--- config.mk ---
export PLATFORM = sky130hd
export DESIGN_NAME = min_window_subsequence_core
export DESIGN_NICKNAME = d
export VERILOG_FILES = /design/src/hw/rtl/mws_pkg.sv /design/src/hw/rtl/mws_cell.sv /design/src/hw/rtl/mws_best.sv /design/src/hw/rtl/min_window_subsequence_core.sv
export SDC_FILE = /design/constraint.sdc
export NUM_CORES = 1
export LEC_CHECK = 0
export BUFFER_PORTS_ARGS = -buffer_cell sky130_fd_sc_hd__buf_2
export CAP_MARGIN = 20
export CORE_ASPECT_RATIO = 1.2
export CORE_MARGIN = 1.5
export CORE_UTILIZATION = 40
export DETAILED_ROUTE_END_ITERATION = 16
export HOLD_SLACK_MARGIN = 0.06
export SETUP_SLACK_MARGIN = 0.5
export SLEW_MARGIN = 20
export SYNTH_ARGS = -nofsm -noshare
export SYNTH_HDL_FRONTEND = slang
export SYNTH_SLANG_ARGS = --single-unit
--- constraint.sdc ---
create_clock -name clk -period 5.2 [get_ports clk]
set_input_delay 1.04 -clock clk [delete_from_list [all_inputs] [get_ports clk]]
set_output_delay 1.04 -clock clk [all_outputs]
set_load 0.02 [all_outputs]
--- src/hw/rtl/mws_pkg.sv ---
// ----------------------------------------------------------------------------
// mws_pkg
// Shared types and constants of the minimum window subsequence core: item
// structs, register indexes and pipeline control.
// ----------------------------------------------------------------------------
package mws_pkg;

	localparam int CHAR_W      = 8;
	localparam int CFG_W       = 64;
	localparam int PLEN_W      = 5;
	localparam int START_OUT_W = 16;
	localparam int LEN_OUT_W   = 17;

	typedef enum logic [1:0] {
		REG_PATTERN_LEN = 2'd0,
		REG_PATTERN_LO  = 2'd1,
		REG_PATTERN_HI  = 2'd2
	} reg_idx_t;

	typedef struct packed {
		logic [CHAR_W-1:0] text_char;
		logic              last;
	} text_t;

	typedef struct packed {
		logic                   found;
		logic [START_OUT_W-1:0] window_start;
		logic [LEN_OUT_W-1:0]   window_len;
		logic                   too_long;
	} result_t;

	typedef struct packed {
		logic vld;
		logic last;
		logic cand_vld;
		logic ovf;
	} stage_ctl_t;

endpackage

--- src/hw/rtl/mws_cell.sv ---
// ----------------------------------------------------------------------------
// mws_cell
// One pattern position: holds the start index of the latest partial match
// and takes its left neighbor's start when the text byte hits its character.
// ----------------------------------------------------------------------------
module mws_cell import mws_pkg::*; #(
	parameter int SW = 16
) (
	input  logic              clk,
	input  logic              arst_n,
	input  logic              en,
	input  logic              clr,
	input  logic [CHAR_W-1:0] pat_char,
	input  logic [CHAR_W-1:0] text_char,
	input  logic [SW-1:0]     prv_start,
	input  logic              prv_vld,
	output logic [SW-1:0]     nxt_start,
	output logic              nxt_vld,
	output logic [SW-1:0]     start_q,
	output logic              vld_q
);

	logic hit;

	assign hit       = pat_char == text_char;
	assign nxt_start = hit ? prv_start : start_q;
	assign nxt_vld   = hit ? prv_vld : vld_q;

	always_ff @(posedge clk or negedge arst_n) begin
		if (!arst_n) begin
			vld_q <= 1'b0;
		end else if (clr) begin
			vld_q <= 1'b0;
		end else if (en) begin
			vld_q <= nxt_vld;
		end
	end

	always_ff @(posedge clk) begin
		if (en) begin
			start_q <= nxt_start;
		end
	end

endmodule

--- src/hw/rtl/mws_best.sv ---
// ----------------------------------------------------------------------------
// mws_best
// Best window tracker: keeps the shortest window seen so far and drives the
// result register on the last item of a text.
// ----------------------------------------------------------------------------
module mws_best import mws_pkg::*; #(
	parameter int PW = 17,
	parameter int SW = 16
) (
	input  logic       clk,
	input  logic       arst_n,
	input  stage_ctl_t ctl,
	input  logic [SW-1:0] cand_start,
	input  logic [SW-1:0] cand_pos,
	input  logic       result_stall,
	output logic       adv,
	output logic       result_valid,
	output result_t    result
);

	logic [PW-1:0] len;
	logic          take;
	logic          have_q;
	logic [SW-1:0] bstart_q;
	logic [PW-1:0] blen_q;
	logic          nb_have;
	logic [SW-1:0] nb_start;
	logic [PW-1:0] nb_len;
	logic          emit;

	assign adv  = !(ctl.vld && ctl.last && result_valid && result_stall);
	assign len  = PW'(cand_pos) - PW'(cand_start) + PW'(1);
	assign take = ctl.cand_vld && (!have_q || len < blen_q);
	assign emit = adv && ctl.vld && ctl.last;

	always_comb begin
		nb_have  = have_q;
		nb_start = bstart_q;
		nb_len   = blen_q;
		if (take) begin
			nb_have  = 1'b1;
			nb_start = cand_start;
			nb_len   = len;
		end
	end

	always_ff @(posedge clk or negedge arst_n) begin
		if (!arst_n) begin
			have_q   <= 1'b0;
			bstart_q <= '0;
			blen_q   <= '0;
		end else if (adv && ctl.vld) begin
			if (ctl.last) begin
				have_q   <= 1'b0;
				bstart_q <= '0;
				blen_q   <= '0;
			end else begin
				have_q   <= nb_have;
				bstart_q <= nb_start;
				blen_q   <= nb_len;
			end
		end
	end

	always_ff @(posedge clk or negedge arst_n) begin
		if (!arst_n) begin
			result_valid <= 1'b0;
		end else if (emit) begin
			result_valid <= 1'b1;
		end else if (!result_stall) begin
			result_valid <= 1'b0;
		end
	end

	always_ff @(posedge clk) begin
		if (emit) begin
			result.found        <= nb_have;
			result.window_start <= nb_have ? START_OUT_W'(nb_start) : '0;
			result.window_len   <= nb_have ? LEN_OUT_W'(nb_len) : '0;
			result.too_long     <= ctl.ovf;
		end
	end

endmodule

--- src/hw/rtl/min_window_subsequence_core.sv ---
// ----------------------------------------------------------------------------
// min_window_subsequence_core
// Shortest text window that holds the configured pattern as a subsequence.
// ----------------------------------------------------------------------------
// Takes one text byte per cycle while text_stall is low. A row of MAX_PATTERN
// cells, one per pattern character, updates the partial match starts of the
// active cells in the same cycle from the byte; a second stage compares the
// completed window against the best one. A text's result is registered once
// its last byte has passed the compare stage; new bytes keep flowing while a
// result waits, unless a second last byte reaches the compare stage before the
// first result leaves. Write the pattern registers only between texts.
module min_window_subsequence_core import mws_pkg::*; #(
	parameter int MAX_PATTERN = 16,
	parameter int MAX_TEXT    = 65536
) (
	input  logic             clk,
	input  logic             arst_n,
	input  logic             text_valid,
	output logic             text_stall,
	input  text_t            text,
	output logic             result_valid,
	input  logic             result_stall,
	output result_t          result,
	input  logic             cfg_wr_en,
	input  logic [1:0]       cfg_index,
	input  logic [CFG_W-1:0] cfg_data
);

	localparam int PW = $clog2(MAX_TEXT + 1);
	localparam int SW = $clog2(MAX_TEXT);
	localparam int IW = (MAX_PATTERN > 1) ? $clog2(MAX_PATTERN) : 1;

	logic [PLEN_W-1:0]  plen_q;
	logic [CFG_W-1:0]   pat_lo_q;
	logic [CFG_W-1:0]   pat_hi_q;
	logic [2*CFG_W-1:0] pat;
	logic [PLEN_W-1:0]  m_eff;
	logic [IW-1:0]      m_idx;

	logic          adv;
	logic          acc;
	logic          upd;
	logic          clr;
	logic          pos_full;
	logic [PW-1:0] pos_q;
	logic          ovf_q;

	logic [MAX_PATTERN-1:0] active;
	logic [SW-1:0]          nxt_start [MAX_PATTERN];
	logic [MAX_PATTERN-1:0] nxt_vld;
	logic [SW-1:0]          start_q   [MAX_PATTERN];
	logic [MAX_PATTERN-1:0] vld_q;

	stage_ctl_t    ctl_s1;
	logic [SW-1:0] start_s1;
	logic [SW-1:0] pos_s1;

	always_ff @(posedge clk or negedge arst_n) begin
		if (!arst_n) begin
			plen_q   <= PLEN_W'(1);
			pat_lo_q <= '0;
			pat_hi_q <= '0;
		end else if (cfg_wr_en) begin
			case (reg_idx_t'(cfg_index))
				REG_PATTERN_LEN: plen_q   <= cfg_data[PLEN_W-1:0];
				REG_PATTERN_LO:  pat_lo_q <= cfg_data;
				REG_PATTERN_HI:  pat_hi_q <= cfg_data;
				default: ;
			endcase
		end
	end

	assign pat = {pat_hi_q, pat_lo_q};

	always_comb begin
		m_eff = plen_q;
		if (plen_q == '0) begin
			m_eff = PLEN_W'(1);
		end else if (plen_q > PLEN_W'(MAX_PATTERN)) begin
			m_eff = PLEN_W'(MAX_PATTERN);
		end
	end

	assign m_idx = IW'(m_eff - PLEN_W'(1));

	assign text_stall = !adv;
	assign acc        = text_valid && adv;
	assign pos_full   = pos_q == PW'(MAX_TEXT);
	assign upd        = acc && !pos_full;
	assign clr        = acc && text.last;

	always_ff @(posedge clk or negedge arst_n) begin
		if (!arst_n) begin
			pos_q <= '0;
			ovf_q <= 1'b0;
		end else if (acc) begin
			if (text.last) begin
				pos_q <= '0;
				ovf_q <= 1'b0;
			end else if (pos_full) begin
				ovf_q <= 1'b1;
			end else begin
				pos_q <= pos_q + PW'(1);
			end
		end
	end

	for (genvar j = 0; j < MAX_PATTERN; j++) begin : g_cell
		logic [SW-1:0] prv_start;
		logic          prv_vld;

		if (j == 0) begin : g_head
			assign prv_start = SW'(pos_q);
			assign prv_vld   = 1'b1;
		end else begin : g_link
			assign prv_start = start_q[j-1];
			assign prv_vld   = vld_q[j-1];
		end

		assign active[j] = PLEN_W'(j) < m_eff;

		mws_cell #(
			.SW(SW)
		) u_cell (
			.clk       (clk),
			.arst_n    (arst_n),
			.en        (upd && active[j]),
			.clr       (clr),
			.pat_char  (pat[CHAR_W*j +: CHAR_W]),
			.text_char (text.text_char),
			.prv_start (prv_start),
			.prv_vld   (prv_vld),
			.nxt_start (nxt_start[j]),
			.nxt_vld   (nxt_vld[j]),
			.start_q   (start_q[j]),
			.vld_q     (vld_q[j])
		);
	end

	always_ff @(posedge clk or negedge arst_n) begin
		if (!arst_n) begin
			ctl_s1 <= '0;
		end else if (adv) begin
			ctl_s1.vld      <= acc;
			ctl_s1.last     <= text.last;
			ctl_s1.cand_vld <= upd && nxt_vld[m_idx];
			ctl_s1.ovf      <= ovf_q || pos_full;
		end
	end

	always_ff @(posedge clk) begin
		if (adv) begin
			start_s1 <= nxt_start[m_idx];
			pos_s1   <= SW'(pos_q);
		end
	end

	mws_best #(
		.PW(PW),
		.SW(SW)
	) u_best (
		.clk          (clk),
		.arst_n       (arst_n),
		.ctl          (ctl_s1),
		.cand_start   (start_s1),
		.cand_pos     (pos_s1),
		.result_stall (result_stall),
		.adv          (adv),
		.result_valid (result_valid),
		.result       (result)
	);

	a_pos_clear: assert property (@(posedge clk) disable iff (!arst_n)
		clr |=> pos_q == '0 && !ovf_q)
		else $error("position not cleared after last item");

	a_cells_clear: assert property (@(posedge clk) disable iff (!arst_n)
		clr |=> vld_q == '0)
		else $error("match cells not cleared after last item");

	a_pos_bound: assert property (@(posedge clk) disable iff (!arst_n)
		pos_q <= PW'(MAX_TEXT))
		else $error("position beyond text limit");

	a_s1_hold: assert property (@(posedge clk) disable iff (!arst_n)
		!adv |=> $stable(ctl_s1) && $stable(pos_s1))
		else $error("compare stage changed while held");

endmodule
======== After elaboration in Yosys (flattened, before gate mapping) ========
Index checks and enable logic that the tools add are counted.
storage, ports and cells
  bits in writable memories ............... 0
  bits in read-only memories .............. 0
  bits in latches ......................... 0
  memories ................................ 0
  input bits .............................. 80
  register bits after elaboration ......... 529
cells by class
  div/mod/pow operators ................... 0
  eq/ne operators ......................... 21
  $mul .................................... 0
  muxes and demuxes ....................... 83
  bitwise logic cells ..................... 1
  reduce and logical (&&, ||, !) cells .... 55
  add/subtract/negate cells ............... 4
  $lt $le $gt $ge ......................... 20
  shift-type cells ........................ 0
operator list
  kind                   count
  $mux 16                20
  $eq 8x8->1             16
  $mux 17                4
  $bmux 16 s4            1
  $mux 1                 55
  $lt 4x5->1 const A     8
  $add 17x1->17 const B  2
  $reduce_bool 2->1      17
  $logic_and 1x1->1      26
  $lt 3x5->1 const A     4
  $eq 17x17->1 const B   1
  $lt 17x17->1           1
  $sub 16x16->17         1
  $lt 1x5->1 const A     2
  $lt 2x5->1 const A     2
  $mux 5                 2
  $reduce_and 2->1       5
  $ge 5x5->1 const B     1
  $gt 5x5->1 const B     1
  $logic_not 5->1        1
  $lt 4x5->1 const B     1
  $not 4->5              1
  $bmux 1 s4             1
  $sub 4x1->4 const B    1
  7 further kinds        10

======== Depth between registers and ports, before layout ========
  depth after elaboration ................. 9
  mapped depth ............................ 23
  gate-level depth less buffers ........... 21

======== Modules after synthesis ========
Synthesis repeated with hierarchy kept, for this count alone.
unflattened totals
  cell total of the unflattened synthesis .. 1987
  area, all modules ....................... 28388.5 um2
by module, submodules not included
  module                       cells each  area each (um2)  sequential area each (um2)  instances
  mws_cell                     51          879.6            505.5                       16
  min_window_subsequence_core  777         9933.3           4840.9                      1
  mws_best                     394         4381.7           1926.8                      1

======== Worst setup path after synthesis ========
OpenSTA, ideal clock, no wires.
  kind .................................... register -> register
  start ................................... register start_s1[2]
  end ..................................... register, netlist name u_best.result[10]
  data required time ...................... 4.934 ns
  data arrival time ....................... 4.264 ns
  stages on the path, launching flop included .. 21
  path buffers ............................ 2
  slack ................................... 0.671 ns
  setup time .............................. 0.266 ns
  cell sequence ........................... edfxtp_1 -> inv_1 -> ha_1 -> ha_1 -> a211oi_2 -> o21ai_1 -> a2111oi_4 -> o31ai_1 -> and4_4 -> a2111oi_4 -> xnor2_1 -> inv_1 -> ha_1 -> nand4_1 -> or3_1 -> o21ai_1 -> o21ai_1 -> buf_4 -> buf_4 -> mux2i_1 -> nor2_1
between the ends
  longest elaborated chain between the ends .. 6
RTL lines
  item                               line                                source
  from (decl)                        min_window_subsequence_core.sv:55   logic [SW-1:0] start_s1;
  from (signal assigned)             min_window_subsequence_core.sv:153  start_s1 <= nxt_start[m_idx];
  $sub 16x16->17 *                   mws_best.sv:32                      assign len = PW'(cand_pos) - PW'(cand_start) + PW'(1);
  $add 17x1->17 *                    mws_best.sv:32
  $lt 17x17->1                       mws_best.sv:33                      assign take = ctl.cand_vld && (!have_q || len < blen_q);
  $logic_or 1x1->1                   mws_best.sv:33
  $logic_and 1x1->1                  mws_best.sv:33
  $mux 17 or $mux 1 (tied branches)  mws_best.sv:40                      if (take) begin
Every way passes the cells marked *; elsewhere a longest branch is shown, timed or not.
A chain may end at the register's enable or synchronous reset.

======== Worst setup path after layout ========
  start ................................... register start_s1[3]
  end ..................................... register u_best.blen_q[15]
between the ends
  longest elaborated chain between the ends .. 7
RTL lines
  item                  line            source
  $sub 16x16->17 *      mws_best.sv:32
  $add 17x1->17 *       mws_best.sv:32
  $lt 17x17->1          mws_best.sv:33
  $logic_or 1x1->1      mws_best.sv:33
  $logic_and 1x1->1     mws_best.sv:33
  $mux 17 *             mws_best.sv:40
  $mux 17 *             mws_best.sv:53  if (ctl.last) begin
  to (signal assigned)  mws_best.sv:60  blen_q <= nb_len;
  to (decl)             mws_best.sv:25  logic [PW-1:0] blen_q;
Marked as above.

==> results.txt <==
Status -> finished, final reports clean
Clk Latency, worst-skew pair -> 0.64 ns
Worst vdd ir -> 0.278 mV
Most common flop cell mapped by yosys -> edfxtp_1
Worst Path Required -> 5.71 ns
# fillers -> 5922
Register area share after synthesis -> 55.6%
Hpwl dp -> 44.3 mm
CTS H-tree depth -> 2
Layout cells sized above 1 -> 39.9%
Grt ovf -> 0
# rows -> 103
Syn Inst Count -> 1808
First-pass GRT wire length -> 102 mm
Number of I/O port buffers -> 116
DRC -> 0
EDFF count, synth -> 323
FFs w/ async S/R, synth -> 38.9%
Hold Vio Cnt, Final -> 0
CTS tree -> built
Core Util, Final -> 46.6%
Normalized max-slew margin -> 29.9%
FF-to-FF path depth -> 22
Placed Cells -> 2774
Final WL -> 67.5 mm
TritonRoute pass-1 iters -> 5
Final setup TNS -> 0 ns
ANT nets after route -> 0
Via count -> 15900
YS warnings -> 0
Area delta synth->final -> 15.0%
CTS max path bufs -> 3
Starting Density -> 40.5%
Post-DR wirelength/cell -> 23.2 microns
Storage cell area -> 14900 sq um
DIE AREA -> 68400 sq um
Worst Skew -> 0.0524 ns
CP Max Fanout -> 8
Power Total -> 12.6 mW
Crit-path max cell delay -> 0.41 ns
I/O Pins -> 117
Critical path endpoint -> u_best.blen_q[15]
Capturing point of the worst reg2reg path -> u_best.blen_q[15]
Largest net degree at the start of global routing -> 109
Reg2reg setup slack -> 0.64 ns
Placer Congestion -> 0.866
Clock sink count -> 529
Buf/Inv on CP -> 6
Final hold slack -> 0.454 ns
Hold_buf cts -> 0
Antenna violations before repair -> 7
Synthesized cell area -> 26700 sq um
Non-filler cells, final -> 2910
Synth top area cells -> edfxtp_1, dfrtp_1, mux2_2, mux4_2, xnor2_1
Die X -> 239 microns
Slowest cell on crit path -> a2111oi_4
Synth Net Count -> 1939
Multi-input gate area -> 11300 sq um
Core ar. -> 66000 sq um
Final Max Slew Viols -> 0
Clk root buf -> clkbuf_16
Initial DRC count -> 1023
Pwr/cell area -> 408 nW/um^2
CP endpoint kind -> flip-flop
Max Cap Viol -> 0
Count of final setup violators -> 0
Total Routing Usage GR -> 19.6%
Tmin final -> 4.56 ns
Post-detailed-route via-to-cell ratio -> 5.45
Nets@finish -> 2099
Flops & latches, synth -> 529
Synth top cells by count -> mux2_2, edfxtp_1, dfrtp_1
Post-synth top area share -> 36.3%
Vias in the first global route -> 16800
Crit path kind -> reg2reg
Worst Tran Pin Value -> 1.05 ns
Fmax -> 0.219 GHz
Die height -> 286 microns
CTS Buf Count -> 57
Top-count cell post-synth -> mux2_2
HP Class -> reg2reg
RSZ-0062 raised after global routing -> false
Yosys cell types -> 73
Worst Setup SP -> start_s1[3]
Crit path DAT -> 5.08 ns
CP startpoint kind -> flip-flop
Top delay family on crit path -> compound AO/OA/AOI/OAI gates
LEAKAGE -> 10.6 nW
Area leader, netlist -> edfxtp_1
Crit Reg-Reg Startpoint -> start_s1[3]
Fin crit share -> 87.8%
CTS clk-pin slew, worst paths -> 0.06 ns
Syn_area_per_cell -> 14.8 sq um
WP depth -> 22
Cell Chain, Critical Path -> inv_1 > ha_1 > ha_4 > o21ai_2 > o21ai_2 > a2111oi_4 > buf_4 > nor2_2 > xnor2_2 > ha_1 > a21o_1 > a211o_1 > a211oi_2 > o211a_1 > o21ai_1 > buf_4 > o21ai_4 > buf_6 > o21bai_4 > buf_12 > clkbuf_16 > a22o_1
power by group:
| part | switching [mW] | internal [mW] | total [mW] |
|---|---|---|---|
| registers | 0.317 | 5.01 | 5.32 |
| logic | 1.66 | 1.40 | 3.06 |
| clock network | 1.74 | 2.43 | 4.17 |
| total | 3.72 | 8.84 | 12.6 |
metrics by stage:
| stage | setup slack, ns | instance area, sq um |
|---|---|---|
| floorplan | 0.671 | 26700 |
| global placement | 0.390 | 28300 |
| detailed placement | 0.267 | 28300 |
| CTS | 0.503 | 30400 |
| global route | 0.472 | 30700 |
| finish | 0.636 | 30700 |
routing by layer:
metal | track usage (%) | wire (microns) | share of wire, %
met1 | 23.9 | 27400 | 41
met4 | 5.70 | 1930 | 2.9
met3 | 3.03 | 2710 | 4.0
met5 | 0 | 49 | 0.073
met2 | 35.6 | 35400 | 52
layout make-up:
class,instances,share of cell area [%]
clock buffers,82,5.30
well taps,892,3.63
flip-flops and latches,529,48.3
multi-input cells,1134,36.6
clock inverters,25,0.956
repair buffers,194,4.52
diodes,2,0.0163
inverters,52,0.635
registers in the layout, indices dropped and copies added, names as in the netlist, 16 cells and up:
signal and flops:
g_cell.u_cell.vld_q 16, start_s1 16, u_best.blen_q 17, g_cell.u_cell.start_q 256, pos_s1 16, pat_lo_q 64, pat_hi_q 64, u_best.result 35
u_best.bstart_q 16, pos_q 17
kinds of logic after synthesis:
group | synth area share [%]
XOR/XNOR | 5.01
flip-flops | 55.6
buffers and inverters | 3.29
adder cells (fa/ha/maj) | 2.41
AO/OA/AOI/OAI | 5.07
multiplexers | 23.8
AND/OR/NAND/NOR | 4.89
worst register-to-register path: cells and delay by family, from the launching register on:
kind | cells | cell delay [ns]
adder cells (fa/ha/maj) | 3 | 0.92
buffers and inverters | 6 | 0.86
XOR/XNOR | 1 | 0.29
AO/OA/AOI/OAI | 11 | 1.96
flip-flops | 1 | 0.37
AND/OR/NAND/NOR | 1 | 0.05
worst min-delay path by stage:
stage | end | depth (start not counted) | slack (ns) | from
2_1_floorplan | pos_s1[12] | 0 | 0.42 | pos_q[12]
3_3_place_gp | u_best.result[0] | 0 | 0.43 | ctl_s1[0]
3_5_place_dp | u_best.result[0] | 0 | 0.44 | ctl_s1[0]
4_1_cts | u_best.result[0] | 0 | 0.46 | ctl_s1[0]
5_1_grt | u_best.result[0] | 0 | 0.47 | ctl_s1[0]
6_report | u_best.result[0] | 0 | 0.45 | ctl_s1[0]
layout by cell type (no fill, tap or decap), types with 5 or more instances in the layout:
master,Yosys,routed
a21o_1,6,6
a21oi_1,32,27
a22o_1,31,31
buf_12,8,7
buf_2,13,115
buf_4,9,62
bufinv_16,0,5
clkbuf_1,42,14
clkbuf_16,0,61
clkbuf_8,0,11
clkinv_1,3,9
clkinv_2,0,8
dfrtp_1,205,205
edfxtp_1,323,323
ha_1,50,41
ha_4,0,7
inv_1,49,45
mux2_2,356,356
mux2_4,29,29
mux2i_1,43,43
mux4_2,63,63
nand2_1,58,58
nand2b_1,5,5
nand3_1,9,9
nand4_1,35,35
nor2_1,98,93
nor2_2,9,13
nor2_4,6,7
nor3_1,8,7
o21a_1,5,5
o21ai_0,14,13
o221a_1,8,8
o221a_2,8,8
o22a_1,16,16
o22ai_1,5,5
xnor2_1,140,137
xor2_1,13,12
repair_timing:
item	4_1_cts	5_1_grt
buffers inserted	9	11
pin swaps	7	22
resized for setup	12	28
gates cloned	2	5
setup endpoints to repair	63	66
Note: power is estimated with default switching activity, not from simulation.
